`src/design/hsv2rgb_pkg.sv`:
```
// hsv2rgb_pkg: widths, constants and the hue sector type of the HSV to RGB converter.
// No dependencies; compiled first.
`default_nettype none

package hsv2rgb_pkg;

	localparam int HUE_W    = 9;
	localparam int CHAN_W   = 8;
	localparam int FRAC_W   = 6;
	localparam int SCALE_W  = 14;
	localparam int PACKED_W = 3 * CHAN_W;

	localparam int NUM_SECTORS = 6;

	localparam logic [HUE_W-1:0]   FULL_TURN  = 9'd360;
	localparam logic [FRAC_W-1:0]  SECTOR_DEG = 6'd60;
	localparam logic [CHAN_W-1:0]  CHAN_MAX   = 8'd255;
	localparam logic [SCALE_W-1:0] SCALE_QT   = 14'd15300;   // 255 * 60

	// floor(x / 15300) == floor((x >> 2) * RECIP_QT >> RECIP_SHIFT) for x >> 2 below 2^20
	localparam int                 RECIP_W     = 20;
	localparam logic [RECIP_W-1:0] RECIP_QT    = 20'd561434;  // ceil(2^31 / 3825)
	localparam int                 RECIP_SHIFT = 31;

	typedef enum logic [2:0] {
		SEC_RED     = 3'd0,
		SEC_YELLOW  = 3'd1,
		SEC_GREEN   = 3'd2,
		SEC_CYAN    = 3'd3,
		SEC_BLUE    = 3'd4,
		SEC_MAGENTA = 3'd5
	} sector_t;

endpackage

`default_nettype wire

```
`src/design/hsv2rgb_if.sv`:
```
// hsv2rgb_hsv_if / hsv2rgb_rgb_if: valid/ready channels for HSV pixels in and RGB pixels out.
// Depends on hsv2rgb_pkg.
`default_nettype none

interface hsv2rgb_hsv_if;
	logic                            valid;
	logic                            ready;
	logic [hsv2rgb_pkg::HUE_W-1:0]   hue;
	logic [hsv2rgb_pkg::CHAN_W-1:0]  saturation;
	logic [hsv2rgb_pkg::CHAN_W-1:0]  brightness;

	modport source (output valid, hue, saturation, brightness, input ready);
	modport sink   (input valid, hue, saturation, brightness, output ready);
endinterface

interface hsv2rgb_rgb_if;
	logic                              valid;
	logic                              ready;
	logic [hsv2rgb_pkg::CHAN_W-1:0]    red;
	logic [hsv2rgb_pkg::CHAN_W-1:0]    green;
	logic [hsv2rgb_pkg::CHAN_W-1:0]    blue;
	logic [hsv2rgb_pkg::PACKED_W-1:0]  packed_color;

	modport source (output valid, red, green, blue, packed_color, input ready);
	modport sink   (input valid, red, green, blue, packed_color, output ready);
endinterface

`default_nettype wire

```
`src/design/hsv_to_rgb_converter.sv`:
```
// hsv_to_rgb_converter: five-stage pipelined HSV to 8-bit RGB pixel converter.
// Depends on hsv2rgb_pkg and the channel interfaces in hsv2rgb_if.sv.
//
// Usage
//   hsv : sink channel, one HSV pixel (hue 0..359, saturation, brightness) per transfer.
//         A hue of 360..511 is folded back by one full turn.
//   rgb : source channel, red/green/blue plus the packed 24-bit word per transfer.
//   A transfer happens on a rising clk edge with valid and ready both high.
// Throughput: one pixel per clock, sustained, while the receiver keeps ready high.
// Pipeline: an input transfer passes through s1 to s5 before showing on rgb.valid.
//   s1  hue fold, sector and remainder (compare chain)
//   s2  s*f and s*(60-f), 15300 minus each, 255 - s
//   s3  v times each numerator
//   s4  divide by 255 (add/shift) and by 15300 (reciprocal multiply, 20x20)
//   s5  sector permutation into the output register
// Stall: each stage holds while the stage ahead is full and stalled, so bubbles
//   collapse and up to five pixels sit in flight; hsv.ready drops only once
//   every stage is full and rgb.ready is low. Nothing is dropped or repeated.
// Reset: arst_n clears all valid bits at once; data registers are not reset.
// The block keeps no state between pixels.
`default_nettype none

module hsv_to_rgb_converter (
	input  wire logic     clk,
	input  wire logic     arst_n,
	hsv2rgb_hsv_if.sink   hsv,
	hsv2rgb_rgb_if.source rgb
);
	import hsv2rgb_pkg::*;

	localparam int PV_W = 2 * CHAN_W;          // v * (255 - s)
	localparam int QV_W = CHAN_W + SCALE_W;    // v * (15300 - s*f)
	localparam int QZ_W = QV_W - 2;            // after the free divide by 4
	localparam int QM_W = QZ_W + RECIP_W;

	// stage enables: a stage moves when empty or when the stage ahead moves
	logic en_s1, en_s2, en_s3, en_s4, en_s5;
	logic vld_s1, vld_s2, vld_s3, vld_s4, vld_s5;

	assign en_s5 = !vld_s5 || rgb.ready;
	assign en_s4 = !vld_s4 || en_s5;
	assign en_s3 = !vld_s3 || en_s4;
	assign en_s2 = !vld_s2 || en_s3;
	assign en_s1 = !vld_s1 || en_s2;

	assign hsv.ready = en_s1;

	always_ff @(posedge clk or negedge arst_n) begin
		if (!arst_n) begin
			vld_s1 <= 1'b0;
			vld_s2 <= 1'b0;
			vld_s3 <= 1'b0;
			vld_s4 <= 1'b0;
			vld_s5 <= 1'b0;
		end else begin
			if (en_s1) vld_s1 <= hsv.valid;
			if (en_s2) vld_s2 <= vld_s1;
			if (en_s3) vld_s3 <= vld_s2;
			if (en_s4) vld_s4 <= vld_s3;
			if (en_s5) vld_s5 <= vld_s4;
		end
	end

	// ---------------- s1: hue fold, sector and remainder
	logic [HUE_W-1:0]  hue_fold;
	logic [2:0]        sec_idx;
	logic [HUE_W-1:0]  sec_base;
	logic [FRAC_W-1:0] frac_c;

	always_comb begin
		hue_fold = (hsv.hue >= FULL_TURN) ? hsv.hue - FULL_TURN : hsv.hue;
		sec_idx  = '0;
		for (int k = 1; k < NUM_SECTORS; k++) begin
			if (hue_fold >= HUE_W'(k) * HUE_W'(SECTOR_DEG)) sec_idx = 3'(k);
		end
		sec_base = HUE_W'(sec_idx) * HUE_W'(SECTOR_DEG);
		frac_c   = FRAC_W'(hue_fold - sec_base);
	end

	sector_t           sector_s1;
	logic [FRAC_W-1:0] frac_s1;
	logic [CHAN_W-1:0] sat_s1, val_s1;

	always_ff @(posedge clk) begin
		if (en_s1 && hsv.valid) begin
			sector_s1 <= sector_t'(sec_idx);
			frac_s1   <= frac_c;
			sat_s1    <= hsv.saturation;
			val_s1    <= hsv.brightness;
		end
	end

	// ---------------- s2: numerators of p, q and t
	logic [SCALE_W-1:0] sf_c, sg_c;

	assign sf_c = SCALE_W'(sat_s1) * SCALE_W'(frac_s1);
	assign sg_c = SCALE_W'(sat_s1) * SCALE_W'(SECTOR_DEG - frac_s1);

	sector_t            sector_s2;
	logic [CHAN_W-1:0]  val_s2, np_s2;
	logic [SCALE_W-1:0] nq_s2, nt_s2;

	always_ff @(posedge clk) begin
		if (en_s2 && vld_s1) begin
			sector_s2 <= sector_s1;
			val_s2    <= val_s1;
			np_s2     <= CHAN_MAX - sat_s1;
			nq_s2     <= SCALE_QT - sf_c;
			nt_s2     <= SCALE_QT - sg_c;
		end
	end

	// ---------------- s3: scale by brightness
	sector_t           sector_s3;
	logic [CHAN_W-1:0] val_s3;
	logic [PV_W-1:0]   pv_s3;
	logic [QV_W-1:0]   qv_s3, tv_s3;

	always_ff @(posedge clk) begin
		if (en_s3 && vld_s2) begin
			sector_s3 <= sector_s2;
			val_s3    <= val_s2;
			pv_s3     <= PV_W'(val_s2) * PV_W'(np_s2);
			qv_s3     <= QV_W'(val_s2) * QV_W'(nq_s2);
			tv_s3     <= QV_W'(val_s2) * QV_W'(nt_s2);
		end
	end

	// ---------------- s4: constant divisions
	// x / 255 for x <= 65025: (x + (x >> 8) + 1) >> 8
	logic [PV_W:0]   p_sum;
	logic [QM_W-1:0] qm_c, tm_c;

	assign p_sum = (PV_W+1)'(pv_s3) + (PV_W+1)'(pv_s3 >> CHAN_W) + (PV_W+1)'(1);
	assign qm_c  = QM_W'(qv_s3[QV_W-1:2]) * QM_W'(RECIP_QT);
	assign tm_c  = QM_W'(tv_s3[QV_W-1:2]) * QM_W'(RECIP_QT);

	sector_t           sector_s4;
	logic [CHAN_W-1:0] val_s4, p_s4, q_s4, t_s4;

	always_ff @(posedge clk) begin
		if (en_s4 && vld_s3) begin
			sector_s4 <= sector_s3;
			val_s4    <= val_s3;
			p_s4      <= p_sum[2*CHAN_W-1:CHAN_W];
			q_s4      <= qm_c[RECIP_SHIFT+CHAN_W-1:RECIP_SHIFT];
			t_s4      <= tm_c[RECIP_SHIFT+CHAN_W-1:RECIP_SHIFT];
		end
	end

	// ---------------- s5: sector permutation, output register
	logic [CHAN_W-1:0] red_c, green_c, blue_c;

	always_comb begin
		unique case (sector_s4)
			SEC_RED:    begin red_c = val_s4; green_c = t_s4;   blue_c = p_s4;   end
			SEC_YELLOW: begin red_c = q_s4;   green_c = val_s4; blue_c = p_s4;   end
			SEC_GREEN:  begin red_c = p_s4;   green_c = val_s4; blue_c = t_s4;   end
			SEC_CYAN:   begin red_c = p_s4;   green_c = q_s4;   blue_c = val_s4; end
			SEC_BLUE:   begin red_c = t_s4;   green_c = p_s4;   blue_c = val_s4; end
			default:    begin red_c = val_s4; green_c = p_s4;   blue_c = q_s4;   end
		endcase
	end

	logic [CHAN_W-1:0] red_s5, green_s5, blue_s5;

	always_ff @(posedge clk) begin
		if (en_s5 && vld_s4) begin
			red_s5   <= red_c;
			green_s5 <= green_c;
			blue_s5  <= blue_c;
		end
	end

	assign rgb.valid        = vld_s5;
	assign rgb.red          = red_s5;
	assign rgb.green        = green_s5;
	assign rgb.blue         = blue_s5;
	assign rgb.packed_color = {red_s5, green_s5, blue_s5};

endmodule

`default_nettype wire

```
`src/flat_wrapper.sv`:
```
// flat-port wrapper written by rule: the top's interface ports become plain ports
module hsv_to_rgb_converter_flat import hsv2rgb_pkg::*;
  (clk, arst_n, hsv_valid, hsv_hue, hsv_saturation, hsv_brightness, hsv_ready, rgb_valid, rgb_red, rgb_green, rgb_blue, rgb_packed_color, rgb_ready);
  hsv2rgb_hsv_if hsv_i ();
  hsv2rgb_rgb_if rgb_i ();
  input  wire logic clk;
  input  wire logic arst_n;
  input wire logic [$bits(hsv_i.valid)-1:0] hsv_valid;
  input wire logic [$bits(hsv_i.hue)-1:0] hsv_hue;
  input wire logic [$bits(hsv_i.saturation)-1:0] hsv_saturation;
  input wire logic [$bits(hsv_i.brightness)-1:0] hsv_brightness;
  output wire logic [$bits(hsv_i.ready)-1:0] hsv_ready;
  output wire logic [$bits(rgb_i.valid)-1:0] rgb_valid;
  output wire logic [$bits(rgb_i.red)-1:0] rgb_red;
  output wire logic [$bits(rgb_i.green)-1:0] rgb_green;
  output wire logic [$bits(rgb_i.blue)-1:0] rgb_blue;
  output wire logic [$bits(rgb_i.packed_color)-1:0] rgb_packed_color;
  input wire logic [$bits(rgb_i.ready)-1:0] rgb_ready;
  assign hsv_i.valid = hsv_valid;
  assign hsv_i.hue = hsv_hue;
  assign hsv_i.saturation = hsv_saturation;
  assign hsv_i.brightness = hsv_brightness;
  assign hsv_ready = hsv_i.ready;
  assign rgb_valid = rgb_i.valid;
  assign rgb_red = rgb_i.red;
  assign rgb_green = rgb_i.green;
  assign rgb_blue = rgb_i.blue;
  assign rgb_packed_color = rgb_i.packed_color;
  assign rgb_i.ready = rgb_ready;
  hsv_to_rgb_converter u_core (.clk(clk), .arst_n(arst_n), .hsv(hsv_i), .rgb(rgb_i));
endmodule
```
`config.mk`:
```
export PLATFORM = sky130hd
export DESIGN_NAME = hsv_to_rgb_converter_flat
export DESIGN_NICKNAME = d
export VERILOG_FILES = /design/src/design/hsv2rgb_pkg.sv /design/src/design/hsv2rgb_if.sv /design/src/design/hsv_to_rgb_converter.sv /design/src/flat_wrapper.sv
export SDC_FILE = /design/constraint.sdc
export NUM_CORES = 2
export LEC_CHECK = 0
export BUFFER_PORTS_ARGS = -buffer_cell sky130_fd_sc_hd__buf_2
export CAP_MARGIN = 20
export CELL_PAD_IN_SITES_DETAIL_PLACEMENT = 1
export CELL_PAD_IN_SITES_GLOBAL_PLACEMENT = 2
export CORE_ASPECT_RATIO = 1.2
export CORE_MARGIN = 2
export CORE_UTILIZATION = 44
export CTS_BUF_LIST = sky130_fd_sc_hd__clkbuf_8
export CTS_CLUSTER_SIZE = 20
export DETAILED_ROUTE_END_ITERATION = 10
export HOLD_SLACK_MARGIN = 0.06
export PLACE_DENSITY_LB_ADDON = 0.1
export SLEW_MARGIN = 10
export SYNTH_ARGS = -nofsm -noshare
export SYNTH_HDL_FRONTEND = slang
export SYNTH_SLANG_ARGS = --single-unit
```
`constraint.sdc`:
```
create_clock -name clk -period 7.3 [get_ports clk]
set_clock_uncertainty 0.05 [all_clocks]
set_input_delay 1.095 -clock clk [delete_from_list [all_inputs] [get_ports clk]]
set_output_delay 1.095 -clock clk [all_outputs]
set_load 0.03 [all_outputs]
```
# Word level (Yosys, flattened, before mapping)
# Cells that the tools add are included.
[classes] addsub=8 n_mul=8 n_div=0 magnitude_cmp=6 n_eq_ne=4 shift=0 mux=9 bitwise_logic=0 n_reduce_logical=20
[ops] cell="multiplier 20 x 19 -> 38 bit (second input constant)" count=2
[ops] cell="one-hot mux 8 bit (3 select lines)" count=3
[ops] cell="multiplier 8 x 14 -> 22 bit" count=2
[ops] cell="subtractor 14 bit (first input constant)" count=2
[ops] cell="greater-or-equal comparator 9 x 8 -> 1 bit (second input constant)" count=2
[ops] cell="greater-or-equal comparator 9 bit (second input constant)" count=2
[ops] cell="adder 16 x 1 -> 16 bit (second input constant)" count=1
[ops] cell="adder 16 x 8 -> 16 bit" count=1
[ops] cell="multiplier 8 x 8 -> 16 bit" count=1
[ops] cell="multiplier 8 x 14 -> 14 bit" count=1
[ops] cell="multiplier 8 x 6 -> 14 bit" count=1
[ops] cell="greater-or-equal comparator 9 x 6 -> 1 bit (second input constant)" count=1
[ops] cell="greater-or-equal comparator 9 x 7 -> 1 bit (second input constant)" count=1
[ops] cell="2-to-1 mux 9 bit" count=1
[ops] cell="subtractor 9 bit (second input constant)" count=1
[ops] cell="OR reduction 2 bit" count=4
[ops] cell="subtractor 8 bit (first input constant)" count=1
[ops] cell="subtractor 6 x 6 -> 7 bit (first input constant)" count=1
[ops] cell="equality test 3 x 2 -> 1 bit (second input constant)" count=2
[ops] cell="2-to-1 mux 3 bit" count=2
[ops] cell="subtractor 6 bit" count=1
[ops] cell="logical AND 1 bit" count=5
[ops] cell="logical NOT 1 bit" count=5
[ops] cell="logical OR 1 bit" count=5
[ops] cell="6 further kinds" count=7
[totals] ff_bits=207 latchBits=0 ramBits=0 rom_bits=0 out_inout_bits=50 wordCells=82 memories=0

# Longest topological paths before layout
[depth] depth_word=10 mapped_depth=25 mapped_depth_nobuf=23

# Worst setup path after synthesis
# No wires, ideal clock.
[synth_timing] path_kind="flip-flop to flip-flop" startpoint="register u_core.frac_s1[1]" endpoint="register u_core.nt_s2[13] (data pin)" setup_ns=0.259 t_arrival_ns=4.966 t_required_ns=6.991 path_slack_ns=2.025 path_stages_with_launch=26 n_path_buf=2 period_less_slack_ns=5.275 path_cell_list="edfxtp_1 -> clkbuf_1 -> inv_1 -> ha_1 -> nor2_1 -> and3_1 -> clkbuf_1 -> nand2_1 -> fa_1 -> inv_1 -> fa_1 -> inv_1 -> fa_1 -> inv_1 -> fa_1 -> inv_1 -> ha_1 -> inv_1 -> nor2_1 -> nor2_1 -> o21bai_1 -> a21oi_1 -> o21bai_1 -> a21oi_1 -> o21ai_1 -> xnor2_1"
[synth_via] elab_chain_len=3
[synth_lines] item="from (decl)" line_no="hsv_to_rgb_converter.sv:81" rtl="logic [FRAC_W-1:0] frac_s1;"
[synth_lines] item="from (signal assigned)" line_no="hsv_to_rgb_converter.sv:87" rtl="frac_s1 <= frac_c;"
[synth_lines] item="subtractor 6 x 6 -> 7 bit" line_no="hsv_to_rgb_converter.sv:97" rtl="assign sg_c = SCALE_W'(sat_s1) * SCALE_W'(SECTOR_DEG - frac_s1);"
[synth_lines] item="multiplier 8 x 14 -> 14 bit" line_no="hsv_to_rgb_converter.sv:97"
[synth_lines] item="subtractor 14 bit" line_no="hsv_to_rgb_converter.sv:109" rtl="nt_s2 <= SCALE_QT - sg_c;"
[synth_lines] item="to (signal assigned)" line_no="hsv_to_rgb_converter.sv:109"
[synth_lines] item="to (decl)" line_no="hsv_to_rgb_converter.sv:101" rtl="logic [SCALE_W-1:0] nq_s2, nt_s2;"
# No other way between the ends.
# A chain may end at the register's enable or synchronous reset.

# Worst setup path in the final report
[layout_timing] startpoint="register u_core.tv_s3[12]" endpoint="register u_core.t_s4[7] (data pin)"
[layout_via] elab_chain_len=1
[layout_lines] item="from (decl)" line_no="hsv_to_rgb_converter.sv:117" rtl="logic [QV_W-1:0] qv_s3, tv_s3;"
[layout_lines] item="from (signal assigned)" line_no="hsv_to_rgb_converter.sv:125" rtl="tv_s3 <= QV_W'(val_s2) * QV_W'(nt_s2);"
[layout_lines] item="multiplier 20 x 19 -> 38 bit" line_no="hsv_to_rgb_converter.sv:136" rtl="assign tm_c = QM_W'(tv_s3[QV_W-1:2]) * QM_W'(RECIP_QT);"
[layout_lines] item="via u_core.tm_c[38]" line_no="hsv_to_rgb_converter.sv:132" rtl="logic [QM_W-1:0] qm_c, tm_c;"
[layout_lines] item="to (signal assigned)" line_no="hsv_to_rgb_converter.sv:147" rtl="t_s4 <= tm_c[RECIP_SHIFT+CHAN_W-1:RECIP_SHIFT];"
[layout_lines] item="to (decl)" line_no="hsv_to_rgb_converter.sv:139" rtl="logic [CHAN_W-1:0] val_s4, p_s4, q_s4, t_s4;"
# The timed path passes the listed nets, and every way through them passes these cells.

==> out/results.ini <==
[yosys]
synth_warnings = 0
netlist_instances = 2909
async_flop_share_pct = 2.48
ys_seq_area_share_pct = 20.4
syn_nets = 3849
yosysTopAreaCell = fa_1
avgSynthCellArea_um2 = 10.2
synth_area_um2 = 29600
yosys.cell_count.top_type = inv_1
synth-seq-cells = 202
synth_top_area_share_pct = 25.7
yosys-top-cells-count = inv_1, ha_1, fa_1
synth_edf_count = 197
synthDistinctLibCells = 63
synthFlopType = edfxtp_1
ys_top_cells_by_area = fa_1, ha_1, edfxtp_1

[worst_setup_path]
path_buf_inv = 2
critical_path.max_stage_delay_ns = 0.86
crit_end = u_core.t_s4[7]
crit_cells = 16
critPathKind = register to register
critPathMaxFanout = 7
rr_worst_depth = 16
worst_setup_path_start_kind = register
r2r_start = u_core.tv_s3[12]
worst_ep_required_time_ns = 7.60
worstPathArrival_ns = 6.43
cpMostUsedCell = ha_1
regToRegEndpoint = u_core.t_s4[7]
r2r_slack_ns = 1.17
critPathLaunch = u_core.tv_s3[12]
endpoint_kind = register
crit_family = adder cells
worst_path_max_delay_cell = a2111oi_0
path_cells = ha_1 > ha_1 > fa_1 > ha_1 > fa_1 > inv_1 > fa_1 > inv_1 > ha_1 > a2111oi_0 > a31o_1 > a31oi_1 > nor2_1 > a21oi_1 > and4_1 > or3_1

[floorplanning]
fp.dieW_um = 241
dieArea_um2 = 69400
coreArea_um2 = 66900
chipHeight_um = 288
start_util_pct = 44.3
rows = 104
ios = 79

[sta]
max-slew-margin-rel_pct = 30.2
max_freq_ghz = 0.163
finalWorstPathRequiredPeriod_ns = 6.13
fin_crit_sh_pct = 84.0
hold_ws_ns = 0.249
setup_viol = 0
finalSetupTns_ns = 0
drv_slew = 0
rsz0062_at_grt = false
worstMarginPinSlew_ns = 1.04
hold_viol = 0

[route]
drtAntennaViolNets = 0
vias = 19559
wl_um = 68700
viasPerCell = 5.01
first_pass_iters = 5
drt_iter0_markers = 525
drc = 0
wl_per_cell_um = 17.6

[global_route]
grt_first_pass_wirelength_um = 114000
grt_start_max_net_pins = 68
antenna_found_initial = 2
grt_remaining_overflow = 0
grt.total_usage_pct = 20.8
grt_pass1_vias = 22318

[finish]
final_area_um2 = 31700
layout-drive-gt1-share_pct = 6.30
area_growth_pct = 7.12
diodes = 0
fillers = 7521
nets = 3910

[cts]
post_cts_buffers = 0
root_buffer = clkbuf_8
cts_buffer_depth = 3
ctsResizeCount = 0
cts_tree = done
clock_sinks = 202
cts-buffers-inserted = 41
clk_latency_ns = 0.62
cts_max_level = 2
cts-hold-fix-buffers = 0
clkTransAtPathRegs_ns = 0.05

[placed_design]
port_buffers = 78
placed_cell_area_um2 = 30900
post-dp-hpwl_um = 57300
gp_congestion = 0.819

[run_status]
status = finished, final reports clean

[worst_hold_path]
min_path_type = input pin to asynchronous set/reset pin

[flow_run]
maxCapViolations = 0

==> stage by stage <==
stage | setup slack, ns | util [%] | std cells
6_report | 1.17 | 47.4 | 3901
5_1_grt | 0.867 | 47.4 | 3901
4_1_cts | 1.19 | 47.4 | 3900
3_5_place_dp | 1.23 | 46.2 | 3827
3_3_place_gp | 1.17 | 46.2 | 3827
2_1_floorplan | 2.03 | - | 2909
==> worst min-delay path by stage <==
stage | startpoint | end | slack [ns] | depth (start not counted)
floorplan | u_core.sector_s1[0] | u_core.sector_s2[0] | 0.35 | 0
global placement | u_core.val_s3[4] | u_core.val_s4[4] | 0.35 | 0
detailed placement | u_core.val_s1[1] | u_core.val_s2[1] | 0.36 | 0
CTS | arst_n | u_core.rgb.valid | 0.20 | 1
global route | arst_n | u_core.vld_s4 | 0.22 | 1
finish | arst_n | u_core.rgb.valid | 0.25 | 1
==> cell usage in the layout, fill, tap and decap left out, types with 7 or more instances in the layout <==
cell type,n
inv_1,696
ha_1,530
fa_1,381
and2_1,245
edfxtp_1,197
nand2_1,171
nor2_1,81
xnor2_1,79
a21oi_1,78
buf_2,78
clkbuf_8,43
xor2_1,28
nor3_1,26
nand3_1,25
a21o_1,24
mux2_2,24
o21ai_0,21
nor2b_1,20
a211oi_1,19
o22ai_1,18
mux2i_1,18
o21a_1,17
o21ai_1,16
buf_4,16
nand2b_1,12
o21bai_1,12
and3_1,11
o2111ai_1,9
nand4_1,8
or3_1,7
clkinv_1,7
==> flip-flops by register name, summed over array words and instances, names as in the netlist, 8 cells and up <==
register,count
u_core.pv_s3,16
u_core.np_s2,8
u_core.val_s1,8
u_core.p_s4,8
u_core.qv_s3,20
u_core.rgb.green,8
u_core.val_s3,8
u_core.tv_s3,20
u_core.val_s4,8
u_core.rgb.red,8
u_core.sat_s1,8
u_core.nq_s2,13
u_core.val_s2,8
u_core.rgb.blue,8
u_core.q_s4,8
u_core.t_s4,8
u_core.nt_s2,14
==> kinds of logic (layout without fill, tap and decap cells) <==
group                      Yosys count  in the layout  share of synthesized area [%]
adders and majority gates          911            911                           48.1
buffers and inverters              763            854                           9.97
and+or+nand+nor                    626            626                           11.0
AOI/OAI and AO/OA                  258            258                           5.84
DFF                                202            202                           20.4
xor gates and xnor gates           107            107                           3.16
muxes                               42             42                           1.52
==> routing by layer <==
layer | part of all wire [%] | GRT usage (%) | up-vias
met2 | 51 | 38.1 | 223
li1 | - | - | 9392
met5 | 0 | 0 | -
met1 | 44 | 26.0 | 9851
met4 | 2.1 | 4.94 | 0
met3 | 2.6 | 2.37 | 93
==> final cells by class <==
class / instances / area, um2 / area share, %
multi-input combinational: 1944 / 20600 / 65.0
sequential: 202 / 6040 / 19.0
inverter: 686 / 2570 / 8.11
tap: 901 / 1130 / 3.55
clock buffer: 43 / 592 / 1.86
timing repair buffer: 95 / 526 / 1.66
clock inverter: 30 / 239 / 0.753
Power is left out: the tool's default activity adds up to more than one toggle a clock period on the data nets, which glitch-free logic cannot reach.
